`config.mk`:
```
export PLATFORM = sky130hd
export DESIGN_NAME = timed_counting_semaphore_core
export DESIGN_NICKNAME = d
export VERILOG_FILES = /design/src/design/tcs_pkg.sv /design/src/design/timed_counting_semaphore_core.sv /design/src/design/tcs_front.sv /design/src/design/tcs_back.sv
export VERILOG_INCLUDE_DIRS = /design/src /design/src/design
export SDC_FILE = /design/constraint.sdc
export NUM_CORES = 2
export LEC_CHECK = 0
export BUFFER_PORTS_ARGS = -buffer_cell sky130_fd_sc_hd__buf_4
export CAP_MARGIN = 20
export CORE_UTILIZATION = 50
export DETAILED_ROUTE_END_ITERATION = 10
export PLACE_DENSITY = 0.67
export SKIP_CTS_REPAIR_TIMING = 1
export SLEW_MARGIN = 0
export SYNTH_ARGS = -nofsm -noshare
export SYNTH_HDL_FRONTEND = slang
export SYNTH_SLANG_ARGS = --single-unit
```
`constraint.sdc`:
```
create_clock -name clk -period 8.76 [get_ports clk]
set_input_delay 0.438 -clock clk [delete_from_list [all_inputs] [get_ports clk]]
set_output_delay 0.438 -clock clk [all_outputs]
set_load 0.02 [all_outputs]
```
`src/design/timed_counting_semaphore_core_assert.svh`:
```
// Assertion macros shared by the semaphore core
`ifndef TIMED_COUNTING_SEMAPHORE_CORE_ASSERT_SVH
`define TIMED_COUNTING_SEMAPHORE_CORE_ASSERT_SVH

// Check that b holds in the same cycle as a
`define TCS_ASSERT_IMPL(lbl, a, b) \
	lbl: assert property (@(posedge clk) disable iff (!arst_n) (a) |-> (b)) \
		else $error("tcs assertion failed");

// Check that b holds in the cycle after a
`define TCS_ASSERT_NEXT(lbl, a, b) \
	lbl: assert property (@(posedge clk) disable iff (!arst_n) (a) |=> (b)) \
		else $error("tcs assertion failed");

`endif

```
`src/design/tcs_pkg.sv`:
```
`default_nettype none
package tcs_pkg;
	localparam int TASK_W    = 8;
	localparam int TIMEOUT_W = 16;
	localparam int COUNT_W   = 16;
	localparam int INIT_W    = 15;
	localparam int FUNC_W    = 2;
	localparam int OC_W      = 3;

	localparam int MAX_TIMED_DEF    = 16;
	localparam int MAX_UNTIMED_DEF  = 16;
	localparam int TASK_ID_BITS_DEF = 8;

	localparam logic [INIT_W-1:0] INIT_COUNT_RST = 15'd1;

	localparam logic [FUNC_W-1:0] FUNC_WAIT   = 2'd0;
	localparam logic [FUNC_W-1:0] FUNC_SIGNAL = 2'd1;
	localparam logic [FUNC_W-1:0] FUNC_TICK   = 2'd2;
	localparam logic [FUNC_W-1:0] FUNC_FLUSH  = 2'd3;

	localparam logic [OC_W-1:0] OC_GRANTED = 3'd0;
	localparam logic [OC_W-1:0] OC_BLOCKED = 3'd1;
	localparam logic [OC_W-1:0] OC_WOKEN   = 3'd2;
	localparam logic [OC_W-1:0] OC_TIMEOUT = 3'd3;
	localparam logic [OC_W-1:0] OC_FLUSHED = 3'd4;
	localparam logic [OC_W-1:0] OC_NONE    = 3'd5;
	localparam logic [OC_W-1:0] OC_REFUSED = 3'd6;

	typedef struct packed {
		logic [FUNC_W-1:0]    func;
		logic [TASK_W-1:0]    task_id;
		logic [TIMEOUT_W-1:0] timeout;
	} op_t;
endpackage
`default_nettype wire

```
`src/design/timed_counting_semaphore_core.sv`:
```
// Timed counting semaphore.
// Input stream s_axis: tuser carries the operation (wait, signal, tick, flush),
// tdata the task id and the timeout in ticks (0 waits without limit).
// Output stream m_axis: one or more results per operation, tdata the task,
// tuser the outcome code, tlast marks the final result of an operation.
// cfg_valid/cfg_data load the initial count used at flush; write while idle.
// Operations run one at a time behind a two-entry input queue, so the input
// side stays open while the engine works or the output stalls, until the
// queue holds two operations.
// Grant, signal, untimed wait, and tick or flush with nothing to release give
// their single result from the execute state after the idle state takes the
// operation; the engine takes the next operation only once that is done.
// A timed wait walks the delta list, one entry per cycle, before its result.
// Tick and flush that release waiters give one result per cycle while the
// output register is free.
// Each result holds in the output register until m_axis_tready takes it; the
// engine writes no new result while the output register is full.
// Reset empties both waiter lists and the queue and loads count with 1 and
// the initial count register with 1; no clearing pass is needed.
`default_nettype none
module timed_counting_semaphore_core #(
	parameter int MAX_TIMED    = tcs_pkg::MAX_TIMED_DEF,
	parameter int MAX_UNTIMED  = tcs_pkg::MAX_UNTIMED_DEF,
	parameter int TASK_ID_BITS = tcs_pkg::TASK_ID_BITS_DEF
) (
	input  wire logic        clk,
	input  wire logic        arst_n,
	input  wire logic        cfg_valid,
	output logic             cfg_ready,
	input  wire logic [14:0] cfg_data,       // initial_count
	input  wire logic        s_axis_tvalid,
	output logic             s_axis_tready,
	input  wire logic [23:0] s_axis_tdata,   // task_id[7:0], timeout[23:8]
	input  wire logic [1:0]  s_axis_tuser,   // func[1:0]
	output logic             m_axis_tvalid,
	input  wire logic        m_axis_tready,
	output logic [7:0]       m_axis_tdata,   // released_task[7:0]
	output logic [2:0]       m_axis_tuser,   // outcome[2:0]
	output logic             m_axis_tlast
);
	logic [tcs_pkg::INIT_W-1:0] init_q;
	logic                       op_valid, op_pop;
	tcs_pkg::op_t               op;

	assign cfg_ready = 1'b1;

	always_ff @(posedge clk or negedge arst_n) begin
		if (!arst_n) begin
			init_q <= tcs_pkg::INIT_COUNT_RST;
		end else if (cfg_valid) begin
			init_q <= cfg_data;
		end
	end

	tcs_front #(
		.TASK_ID_BITS(TASK_ID_BITS)
	) u_front (
		.clk       (clk),
		.arst_n    (arst_n),
		.in_valid  (s_axis_tvalid),
		.in_ready  (s_axis_tready),
		.in_func   (s_axis_tuser),
		.in_task   (s_axis_tdata[7:0]),
		.in_timeout(s_axis_tdata[23:8]),
		.op_valid  (op_valid),
		.op_pop    (op_pop),
		.op        (op)
	);

	tcs_back #(
		.MAX_TIMED  (MAX_TIMED),
		.MAX_UNTIMED(MAX_UNTIMED)
	) u_back (
		.clk        (clk),
		.arst_n     (arst_n),
		.init_count (init_q),
		.op_valid   (op_valid),
		.op_pop     (op_pop),
		.op         (op),
		.res_valid  (m_axis_tvalid),
		.res_ready  (m_axis_tready),
		.res_task   (m_axis_tdata),
		.res_outcome(m_axis_tuser),
		.res_last   (m_axis_tlast)
	);
endmodule
`default_nettype wire

```
`src/design/tcs_front.sv`:
```
`default_nettype none
module tcs_front #(
	parameter int TASK_ID_BITS = tcs_pkg::TASK_ID_BITS_DEF
) (
	input  wire logic                          clk,
	input  wire logic                          arst_n,
	input  wire logic                          in_valid,
	output logic                               in_ready,
	input  wire logic [tcs_pkg::FUNC_W-1:0]    in_func,
	input  wire logic [tcs_pkg::TASK_W-1:0]    in_task,
	input  wire logic [tcs_pkg::TIMEOUT_W-1:0] in_timeout,
	output logic                               op_valid,
	input  wire logic                          op_pop,
	output tcs_pkg::op_t                       op
);
	localparam logic [tcs_pkg::TASK_W-1:0] TASK_MASK = (TASK_ID_BITS >= tcs_pkg::TASK_W) ?
		{tcs_pkg::TASK_W{1'b1}} : tcs_pkg::TASK_W'((1 << TASK_ID_BITS) - 1);

	tcs_pkg::op_t buf_q [2];
	logic         wr_q, rd_q;
	logic [1:0]   cnt_q;
	logic         push, pop;

	assign in_ready = (cnt_q != 2'd2);
	assign op_valid = (cnt_q != 2'd0);
	assign op       = buf_q[rd_q];
	assign push     = in_valid && in_ready;
	assign pop      = op_pop && op_valid;

	always_ff @(posedge clk or negedge arst_n) begin
		if (!arst_n) begin
			wr_q  <= 1'b0;
			rd_q  <= 1'b0;
			cnt_q <= 2'd0;
		end else begin
			if (push) wr_q <= ~wr_q;
			if (pop) rd_q <= ~rd_q;
			cnt_q <= cnt_q + {1'b0, push} - {1'b0, pop};
		end
	end

	// mask the task id at entry so the back end never sees stray bits
	always_ff @(posedge clk) begin
		if (push) begin
			buf_q[wr_q].func    <= in_func;
			buf_q[wr_q].task_id <= in_task & TASK_MASK;
			buf_q[wr_q].timeout <= in_timeout;
		end
	end
endmodule
`default_nettype wire

```
`src/design/tcs_back.sv`:
```
`default_nettype none
`include "timed_counting_semaphore_core_assert.svh"
module tcs_back #(
	parameter int MAX_TIMED   = tcs_pkg::MAX_TIMED_DEF,
	parameter int MAX_UNTIMED = tcs_pkg::MAX_UNTIMED_DEF
) (
	input  wire logic                        clk,
	input  wire logic                        arst_n,
	input  wire logic [tcs_pkg::INIT_W-1:0]  init_count,
	input  wire logic                        op_valid,
	output logic                             op_pop,
	input  wire tcs_pkg::op_t                op,
	output logic                             res_valid,
	input  wire logic                        res_ready,
	output logic [tcs_pkg::TASK_W-1:0]       res_task,
	output logic [tcs_pkg::OC_W-1:0]         res_outcome,
	output logic                             res_last
);
	localparam int TIW = (MAX_TIMED > 1) ? $clog2(MAX_TIMED) : 1;
	localparam int TSW = $clog2(MAX_TIMED + 1);
	localparam int UIW = (MAX_UNTIMED > 1) ? $clog2(MAX_UNTIMED) : 1;
	localparam int USW = $clog2(MAX_UNTIMED + 1);
	localparam int SUW = USW + 1;
	localparam int NXT = (MAX_TIMED > 1) ? 1 : 0;
	localparam logic [TSW-1:0] T_FULL = TSW'(MAX_TIMED);
	localparam logic [USW-1:0] U_FULL = USW'(MAX_UNTIMED);
	localparam logic [SUW-1:0] U_MOD  = SUW'(MAX_UNTIMED);
	localparam logic signed [tcs_pkg::COUNT_W-1:0] CNT_MAX = 16'sd32767;
	localparam logic signed [tcs_pkg::COUNT_W-1:0] CNT_MIN = -16'sd32768;

	typedef enum logic [2:0] {
		ST_IDLE, ST_EXEC, ST_INS, ST_TICK, ST_FLUSH_T, ST_FLUSH_U
	} state_t;

	state_t                              state_q;
	tcs_pkg::op_t                        op_q;
	logic signed [tcs_pkg::COUNT_W-1:0]  count_q;
	logic [tcs_pkg::TASK_W-1:0]          t_task_q  [MAX_TIMED];
	logic [tcs_pkg::TIMEOUT_W-1:0]       t_delta_q [MAX_TIMED];
	logic [TSW-1:0]                      tsize_q;
	logic [tcs_pkg::TASK_W-1:0]          u_task_q  [MAX_UNTIMED];
	logic [UIW-1:0]                      uhead_q;
	logic [USW-1:0]                      usize_q;
	logic [TIW-1:0]                      idx_q;
	logic [tcs_pkg::TIMEOUT_W-1:0]       rem_q;
	logic                                out_valid_q, out_last_q;
	logic [tcs_pkg::TASK_W-1:0]          out_task_q;
	logic [tcs_pkg::OC_W-1:0]            out_oc_q;

	logic                                out_free;
	logic [TSW-1:0]                      tsize_m1;
	logic [TIW-1:0]                      t_rd_idx;
	logic [tcs_pkg::TASK_W-1:0]          t_rd_task;
	logic [tcs_pkg::TIMEOUT_W-1:0]       t_rd_delta;
	logic [SUW-1:0]                      u_wr_sum, u_tail_sum, u_head_inc;
	logic [UIW-1:0]                      u_wr_idx, u_tail_idx, u_rd_idx;
	logic [tcs_pkg::TASK_W-1:0]          u_rd_task;
	logic signed [tcs_pkg::COUNT_W-1:0]  cnt_inc, cnt_dec;
	logic                                walk_more;

	assign out_free    = !out_valid_q || res_ready;
	assign res_valid   = out_valid_q;
	assign res_task    = out_task_q;
	assign res_outcome = out_oc_q;
	assign res_last    = out_last_q;
	assign op_pop      = (state_q == ST_IDLE);

	assign tsize_m1   = tsize_q - TSW'(1);
	assign t_rd_idx   = (state_q == ST_INS) ? idx_q : tsize_m1[TIW-1:0];
	assign t_rd_task  = t_task_q[t_rd_idx];
	assign t_rd_delta = t_delta_q[t_rd_idx];
	assign walk_more  = (TSW'(idx_q) < tsize_q) && (rem_q >= t_rd_delta);

	always_comb begin
		u_wr_sum   = SUW'(uhead_q) + SUW'(usize_q);
		u_tail_sum = u_wr_sum - SUW'(1);
		u_head_inc = SUW'(uhead_q) + SUW'(1);
		if (u_wr_sum >= U_MOD) u_wr_sum = u_wr_sum - U_MOD;
		if (u_tail_sum >= U_MOD) u_tail_sum = u_tail_sum - U_MOD;
		if (u_head_inc >= U_MOD) u_head_inc = u_head_inc - U_MOD;
		u_wr_idx   = u_wr_sum[UIW-1:0];
		u_tail_idx = u_tail_sum[UIW-1:0];
		u_rd_idx   = (state_q == ST_FLUSH_U) ? u_tail_idx : uhead_q;
	end
	assign u_rd_task = u_task_q[u_rd_idx];

	assign cnt_inc = (count_q == CNT_MAX) ? count_q : count_q + 16'sd1;
	assign cnt_dec = (count_q == CNT_MIN) ? count_q : count_q - 16'sd1;

	always_ff @(posedge clk or negedge arst_n) begin
		if (!arst_n) begin
			state_q     <= ST_IDLE;
			count_q     <= {1'b0, tcs_pkg::INIT_COUNT_RST};
			tsize_q     <= '0;
			uhead_q     <= '0;
			usize_q     <= '0;
			out_valid_q <= 1'b0;
		end else begin
			if (res_ready) out_valid_q <= 1'b0;
			unique case (state_q)
				ST_IDLE: begin
					if (op_valid) begin
						op_q    <= op;
						state_q <= ST_EXEC;
					end
				end
				ST_EXEC: begin
					if (out_free) begin
						out_last_q <= 1'b1;
						out_task_q <= op_q.task_id;
						state_q    <= ST_IDLE;
						unique case (op_q.func)
							tcs_pkg::FUNC_WAIT: begin
								out_valid_q <= 1'b1;
								if (count_q > 16'sd0) begin
									count_q  <= cnt_dec;
									out_oc_q <= tcs_pkg::OC_GRANTED;
								end else if (op_q.timeout != '0) begin
									if (tsize_q == T_FULL) begin
										out_oc_q <= tcs_pkg::OC_REFUSED;
									end else begin
										// result goes out once the slot is found
										out_valid_q <= 1'b0;
										idx_q       <= '0;
										rem_q       <= op_q.timeout;
										state_q     <= ST_INS;
									end
								end else if (usize_q == U_FULL) begin
									out_oc_q <= tcs_pkg::OC_REFUSED;
								end else begin
									u_task_q[u_wr_idx] <= op_q.task_id;
									usize_q            <= usize_q + USW'(1);
									count_q            <= cnt_dec;
									out_oc_q           <= tcs_pkg::OC_BLOCKED;
								end
							end
							tcs_pkg::FUNC_SIGNAL: begin
								out_valid_q <= 1'b1;
								count_q     <= cnt_inc;
								if (cnt_inc <= 16'sd0 && usize_q != '0) begin
									out_task_q <= u_rd_task;
									out_oc_q   <= tcs_pkg::OC_WOKEN;
									uhead_q    <= u_head_inc[UIW-1:0];
									usize_q    <= usize_q - USW'(1);
								end else if (cnt_inc <= 16'sd0 && tsize_q != '0) begin
									out_task_q <= t_rd_task;
									out_oc_q   <= tcs_pkg::OC_WOKEN;
									tsize_q    <= tsize_m1;
								end else begin
									out_task_q <= '0;
									out_oc_q   <= tcs_pkg::OC_NONE;
								end
							end
							tcs_pkg::FUNC_TICK: begin
								if (tsize_q != '0 && t_delta_q[0] <= 16'd1) begin
									t_delta_q[0] <= '0;
									state_q      <= ST_TICK;
								end else begin
									if (tsize_q != '0) t_delta_q[0] <= t_delta_q[0] - 16'd1;
									out_valid_q <= 1'b1;
									out_task_q  <= '0;
									out_oc_q    <= tcs_pkg::OC_NONE;
								end
							end
							tcs_pkg::FUNC_FLUSH: begin
								if (tsize_q != '0) begin
									state_q <= ST_FLUSH_T;
								end else if (usize_q != '0) begin
									state_q <= ST_FLUSH_U;
								end else begin
									out_valid_q <= 1'b1;
									out_task_q  <= '0;
									out_oc_q    <= tcs_pkg::OC_NONE;
									count_q     <= {1'b0, init_count};
								end
							end
							default: state_q <= ST_IDLE;
						endcase
					end
				end
				ST_INS: begin
					if (walk_more) begin
						rem_q <= rem_q - t_rd_delta;
						idx_q <= idx_q + TIW'(1);
					end else if (out_free) begin
						// open a hole at the walk index and shift the rest back
						for (int j = 1; j < MAX_TIMED; j++) begin
							if (TIW'(j) > idx_q && TSW'(j) <= tsize_q) begin
								t_task_q[j]  <= t_task_q[j-1];
								t_delta_q[j] <= t_delta_q[j-1];
							end
						end
						if (TSW'(idx_q) < tsize_q) t_delta_q[idx_q + TIW'(1)] <= t_rd_delta - rem_q;
						t_task_q[idx_q]  <= op_q.task_id;
						t_delta_q[idx_q] <= rem_q;
						tsize_q          <= tsize_q + TSW'(1);
						count_q          <= cnt_dec;
						out_valid_q      <= 1'b1;
						out_task_q       <= op_q.task_id;
						out_oc_q         <= tcs_pkg::OC_BLOCKED;
						out_last_q       <= 1'b1;
						state_q          <= ST_IDLE;
					end
				end
				ST_TICK: begin
					if (out_free) begin
						for (int j = 1; j < MAX_TIMED; j++) begin
							t_task_q[j-1]  <= t_task_q[j];
							t_delta_q[j-1] <= t_delta_q[j];
						end
						tsize_q     <= tsize_m1;
						count_q     <= cnt_inc;
						out_valid_q <= 1'b1;
						out_task_q  <= t_task_q[0];
						out_oc_q    <= tcs_pkg::OC_TIMEOUT;
						if (tsize_q > TSW'(1) && t_delta_q[NXT] == '0) begin
							out_last_q <= 1'b0;
						end else begin
							out_last_q <= 1'b1;
							state_q    <= ST_IDLE;
						end
					end
				end
				ST_FLUSH_T: begin
					if (out_free) begin
						tsize_q     <= tsize_m1;
						out_valid_q <= 1'b1;
						out_task_q  <= t_rd_task;
						out_oc_q    <= tcs_pkg::OC_FLUSHED;
						out_last_q  <= 1'b0;
						if (tsize_q == TSW'(1)) begin
							if (usize_q == '0) begin
								out_last_q <= 1'b1;
								count_q    <= {1'b0, init_count};
								state_q    <= ST_IDLE;
							end else begin
								state_q <= ST_FLUSH_U;
							end
						end
					end
				end
				ST_FLUSH_U: begin
					if (out_free) begin
						usize_q     <= usize_q - USW'(1);
						out_valid_q <= 1'b1;
						out_task_q  <= u_rd_task;
						out_oc_q    <= tcs_pkg::OC_FLUSHED;
						out_last_q  <= 1'b0;
						if (usize_q == USW'(1)) begin
							out_last_q <= 1'b1;
							count_q    <= {1'b0, init_count};
							state_q    <= ST_IDLE;
						end
					end
				end
				default: state_q <= ST_IDLE;
			endcase
		end
	end

	`TCS_ASSERT_IMPL(a_tsize_bound, 1'b1, tsize_q <= T_FULL)
	`TCS_ASSERT_IMPL(a_usize_bound, 1'b1, usize_q <= U_FULL)
	`TCS_ASSERT_IMPL(a_flush_t_nonempty, state_q == ST_FLUSH_T, tsize_q != '0)
	`TCS_ASSERT_NEXT(a_exec_once, state_q == ST_EXEC && out_free, state_q != ST_EXEC)
endmodule
`default_nettype wire
```
==> impl_metrics.py <==
metrics = {
    "status": {
        "status": "finished, final reports clean",
    },
    "critical_path": {
        "start_kind": "register",
        "criticalPathCategory": "reg -> reg",
        "worst_ep_arrival_time_ns": 7.90,
        "setup.worst_path.end_class": "register",
        "worstPathMaxFanout": 76,
        "critical_path_required_ns": 9.02,
    },
    "final_layout": {
        "mostFrequentLayoutCell": "sky130_fd_sc_hd__nand2_1",
        "drive_gt1_share_pct": 13.0,
        "postLayoutCoreUtil_pct": 55.5,
        "diodes": 0,
        "area.growth.synth_to_final_pct": 9.21,
        "layout_common_cells": "827 x sky130_fd_sc_hd__nand2_1, 622 x sky130_fd_sc_hd__edfxtp_1, 339 x sky130_fd_sc_hd__o21ai_0, 283 x sky130_fd_sc_hd__mux2i_1, 279 x sky130_fd_sc_hd__nor2_1",
        "final_nets": 4241,
    },
    "detailed_routing": {
        "first_pass_iters": 9,
        "routed-via-count": 34081,
        "vias_per_cell": 6.48,
        "route.final.wire_length_mm": 128,
        "avg_wl_per_cell_microns": 24.3,
        "met1_length_mm": 51.9,
        "route.antenna.remaining_nets": 0,
        "met2WireLength_mm": 60.7,
        "wl_met3_mm": 9.53,
        "highest_metal_used": "met4",
        "initialDrtViolationCount": 3987,
        "drc": 0,
    },
    "yosys": {
        "synth.top_cell.area_share_pct": 44.5,
        "synth-seq-cells": 675,
        "syn-mean-instance-area_sq_um": 9.94,
        "postSynthNetCount": 4332,
        "syn-instance-count": 4221,
        "synthesis.yosys.warnings": 0,
        "synthDominantAreaCellType": "sky130_fd_sc_hd__edfxtp_1",
        "mappedNetlistArea_sq_um": 41900,
        "synth_async_sr_flop_share_pct": 7.85,
        "largest_cells_by_area_after_synthesis": "sky130_fd_sc_hd__edfxtp_1 45%, sky130_fd_sc_hd__nand2_1 7.4%, sky130_fd_sc_hd__mux2i_1 6.9%",
        "ys_seq_area_share_pct": 47.7,
        "synth_flop_cell": "sky130_fd_sc_hd__edfxtp_1",
        "number_of_flops_mapped_to_enable_cells_by_yosys": 622,
        "yosys.cell_types.count": 106,
    },
    "clock_tree": {
        "clockBufferDepth": 3,
        "cts_tree": "yes",
        "cts.sink_count": 675,
        "numCtsBuffers": 74,
        "clock_transition_at_the_register_clock_pins_on_the_worst_setup_and_hold_paths_after_cts_ns": 0.06,
        "clk_root_buffer_cell": "sky130_fd_sc_hd__clkbuf_16",
        "clock_insertion_delay_worst_skew_ns": 0.65,
        "htree_levels": 3,
    },
    "grt": {
        "grt_pass1_vias": 32005,
        "global_route.usage.total_pct": 29.4,
        "maximum_number_of_pins_on_one_net_before_global_route_repair": 189,
        "grt_first_pass_wirelength_mm": 195,
        "globalRouteOverflowTotal": 0,
        "grt_antenna_before_repair": 0,
    },
    "power": {
        "sw_ratio_pct": 47.1,
        "p_switching_w": 0.00761,
        "power_density_nw_per_um2": 352,
        "intPower_w": 0.00853,
        "clock_power_share_pct": 19.1,
        "irDropWorstVdd_uv": 416,
        "leakage_nw": 17.4,
        "power.combinational.fraction_pct": 56.1,
        "share_seq_of_total_power_pct": 24.8,
    },
    "timing": {
        "timing.final.max_slew_violations": 0,
        "final_hold_viol_count": 0,
        "max-slew-margin-rel_pct": 25.3,
        "worst_slew_pin_slew_ns": 1.12,
        "fin_setup_tns_ns": 0,
        "worst_slack_ns": 1.12,
        "grt_setup_unrepaired": "false",
        "finalSetupViolations": 0,
        "finalWorstPathRequiredPeriod_ns": 7.64,
        "final.setup_skew_ns": 0.0341,
        "maxClockFrequency_mhz": 131,
        "period_share_pct": 87.2,
    },
    "placed_design": {
        "post-place-ws_ns": 1.31,
        "finalWeightedCongestion": 0.946,
        "hpwl_mm": 89.0,
        "placement.io_buffers": 59,
    },
    "die": {
        "floorplan.rows": 105,
        "initial_core_util_pct": 50.8,
        "floorplan.core_area_sq_um": 82500,
        "pin_count": 61,
        "dieHeight_microns": 292,
        "die-width_microns": 292,
        "die-area_sq_um": 85000,
    },
    "flow_run": {
        "max_cap_violations": 0,
    },
    "hold_path": {
        "hold_path.class": "in -> reg",
    },
}
## cells in the mapped netlist (13+ instances only)
cell                       instances
sky130_fd_sc_hd__edfxtp_1        622
sky130_fd_sc_hd__a21oi_1         154
sky130_fd_sc_hd__nand4_1          29
sky130_fd_sc_hd__o21ai_0         343
sky130_fd_sc_hd__and2_1           14
sky130_fd_sc_hd__buf_1            15
sky130_fd_sc_hd__a31oi_1          53
sky130_fd_sc_hd__nand2b_1         17
sky130_fd_sc_hd__a32oi_1          16
sky130_fd_sc_hd__or4_1            13
sky130_fd_sc_hd__ha_1             62
sky130_fd_sc_hd__buf_2            73
sky130_fd_sc_hd__and3_1           54
sky130_fd_sc_hd__mux2i_1         288
sky130_fd_sc_hd__dfrtp_1          51
sky130_fd_sc_hd__nand3_1         172
sky130_fd_sc_hd__clkbuf_1        258
sky130_fd_sc_hd__nand2_1         827
sky130_fd_sc_hd__inv_1            74
sky130_fd_sc_hd__o211ai_1         77
sky130_fd_sc_hd__nor2b_1          28
sky130_fd_sc_hd__nor4_1           19
sky130_fd_sc_hd__xnor2_1          43
sky130_fd_sc_hd__xor2_1           25
sky130_fd_sc_hd__o31ai_1          63
sky130_fd_sc_hd__a21o_1           26
sky130_fd_sc_hd__nor2_1          282
sky130_fd_sc_hd__mux2_2          132
sky130_fd_sc_hd__buf_4            13
sky130_fd_sc_hd__mux4_2           67
sky130_fd_sc_hd__a222oi_1         21
sky130_fd_sc_hd__a211oi_1         25
sky130_fd_sc_hd__nor3_1           41
sky130_fd_sc_hd__o21ai_1          26
sky130_fd_sc_hd__or3_1            16
## worst max-delay path, cell delays in order, from the launching register on
cell and delay (ns):
sky130_fd_sc_hd__dfrtp_1 0.73, sky130_fd_sc_hd__nor3b_2 0.82, sky130_fd_sc_hd__mux2i_4 0.50, sky130_fd_sc_hd__buf_12 0.42
sky130_fd_sc_hd__mux4_2 0.40, sky130_fd_sc_hd__nand2_1 0.09, sky130_fd_sc_hd__a21oi_1 0.08, sky130_fd_sc_hd__nor2_1 0.23
sky130_fd_sc_hd__inv_1 0.08, sky130_fd_sc_hd__ha_1 0.45, sky130_fd_sc_hd__a21oi_1 0.20, sky130_fd_sc_hd__o22ai_1 0.11
sky130_fd_sc_hd__a211oi_1 0.38, sky130_fd_sc_hd__o21ai_2 0.21, sky130_fd_sc_hd__o21ai_1 0.47, sky130_fd_sc_hd__nand2_1 0.35
sky130_fd_sc_hd__a2111oi_4 0.27, sky130_fd_sc_hd__buf_4 0.26, sky130_fd_sc_hd__or3_1 0.39, sky130_fd_sc_hd__nand2b_1 0.77
## state kept, by name (all words and copies together), names as in the netlist
register and count:
u_back.t_delta_q 256, u_back.t_task_q 128, u_back.u_task_q 128, u_front.buf_q 52, u_back.op_q 26, u_back.count_q 16, u_back.rem_q 16, init_q 15
u_back.res_task 8, u_back.tsize_q 5, u_back.usize_q 5, u_back.idx_q 4, u_back.uhead_q 4, u_back.res_outcome 3, u_back.state_q 3, u_front.cnt_q 2
u_back.res_last 1, u_back.res_valid 1, u_front.rd_q 1, u_front.wr_q 1
## per-stage QoR
step	total power (W)	cell area (sq um)	hold slack, ns	std cells
floorplan	0.00990	41900	0.142	4221
global placement	0.0129	43100	0.495	5094
detailed placement	0.0129	43100	0.494	5094
CTS	0.0160	45500	-0.102	5227
global route	0.0168	45800	0.0368	5257
finish	0.0161	45800	0.0410	5257
## logic make-up after synthesis
group                    share of synthesized area, %
buffers and inverters                            4.42
multiplexers                                     14.2
AND/OR/NAND/NOR                                  16.7
adder cells (fa/ha/maj)                          2.02
AO/OA/AOI/OAI                                    13.5
flip-flops                                       47.7
XOR/XNOR                                         1.47
other                                         0.00894
## power by group through the flow
stage | Sequential (W) | Combinational (W) | Clock (W)
after global routing | 0.00402 | 0.00957 | 0.00323
after global placement | 0.00405 | 0.00882 | 0
after CTS | 0.00399 | 0.00889 | 0.00311
after floorplan | 0.00394 | 0.00596 | 0
after detailed placement | 0.00406 | 0.00886 | 0
final | 0.00400 | 0.00906 | 0.00309
## area by class of cell
class / count / area [sq um]
tap: 1070 / 1340
inverter: 75 / 282
timing repair buffer: 200 / 1620
sequential: 675 / 20000
clock inverter: 42 / 389
clock buffer: 91 / 1960
multi-input combinational: 3104 / 20200
fill: 7235 / 36700
## final timing paths
| path | startpoint | depth (start not counted) | endpoint | slack (ns) |
|---|---|---|---|---|
| max | u_back.state_q[1]$_DFFE_PN0P_ | 19 | u_back.t_delta_q[6][12]$_DFFE_PP_ | 1.12 |
| min | cfg_data[7] | 2 | init_q[7]$_DFFE_PN0P_ | 0.04 |
| max reg2reg | u_back.state_q[1]$_DFFE_PN0P_ | 19 | u_back.t_delta_q[6][12]$_DFFE_PP_ | 1.12 |
| min reg2reg | u_front.wr_q$_DFFE_PN0P_ | 1 | u_front.wr_q$_DFFE_PN0P_ | 0.51 |
| max in group asynchronous | arst_n | 2 | init_q[2]$_DFFE_PN0P_ | 7.74 |
| min in group asynchronous | arst_n | 2 | u_back.usize_q[3]$_DFFE_PN0P_ | 0.49 |
## layer usage
metal / global-route usage [%] / vias to the layer above
met3: 3.72 / 340
li1: - / 15308
met2: 47.1 / 1760
met1: 40.1 / 16673
met5: 0 / -
met4: 12.6 / 0
(Power assumes the default switching activity.)
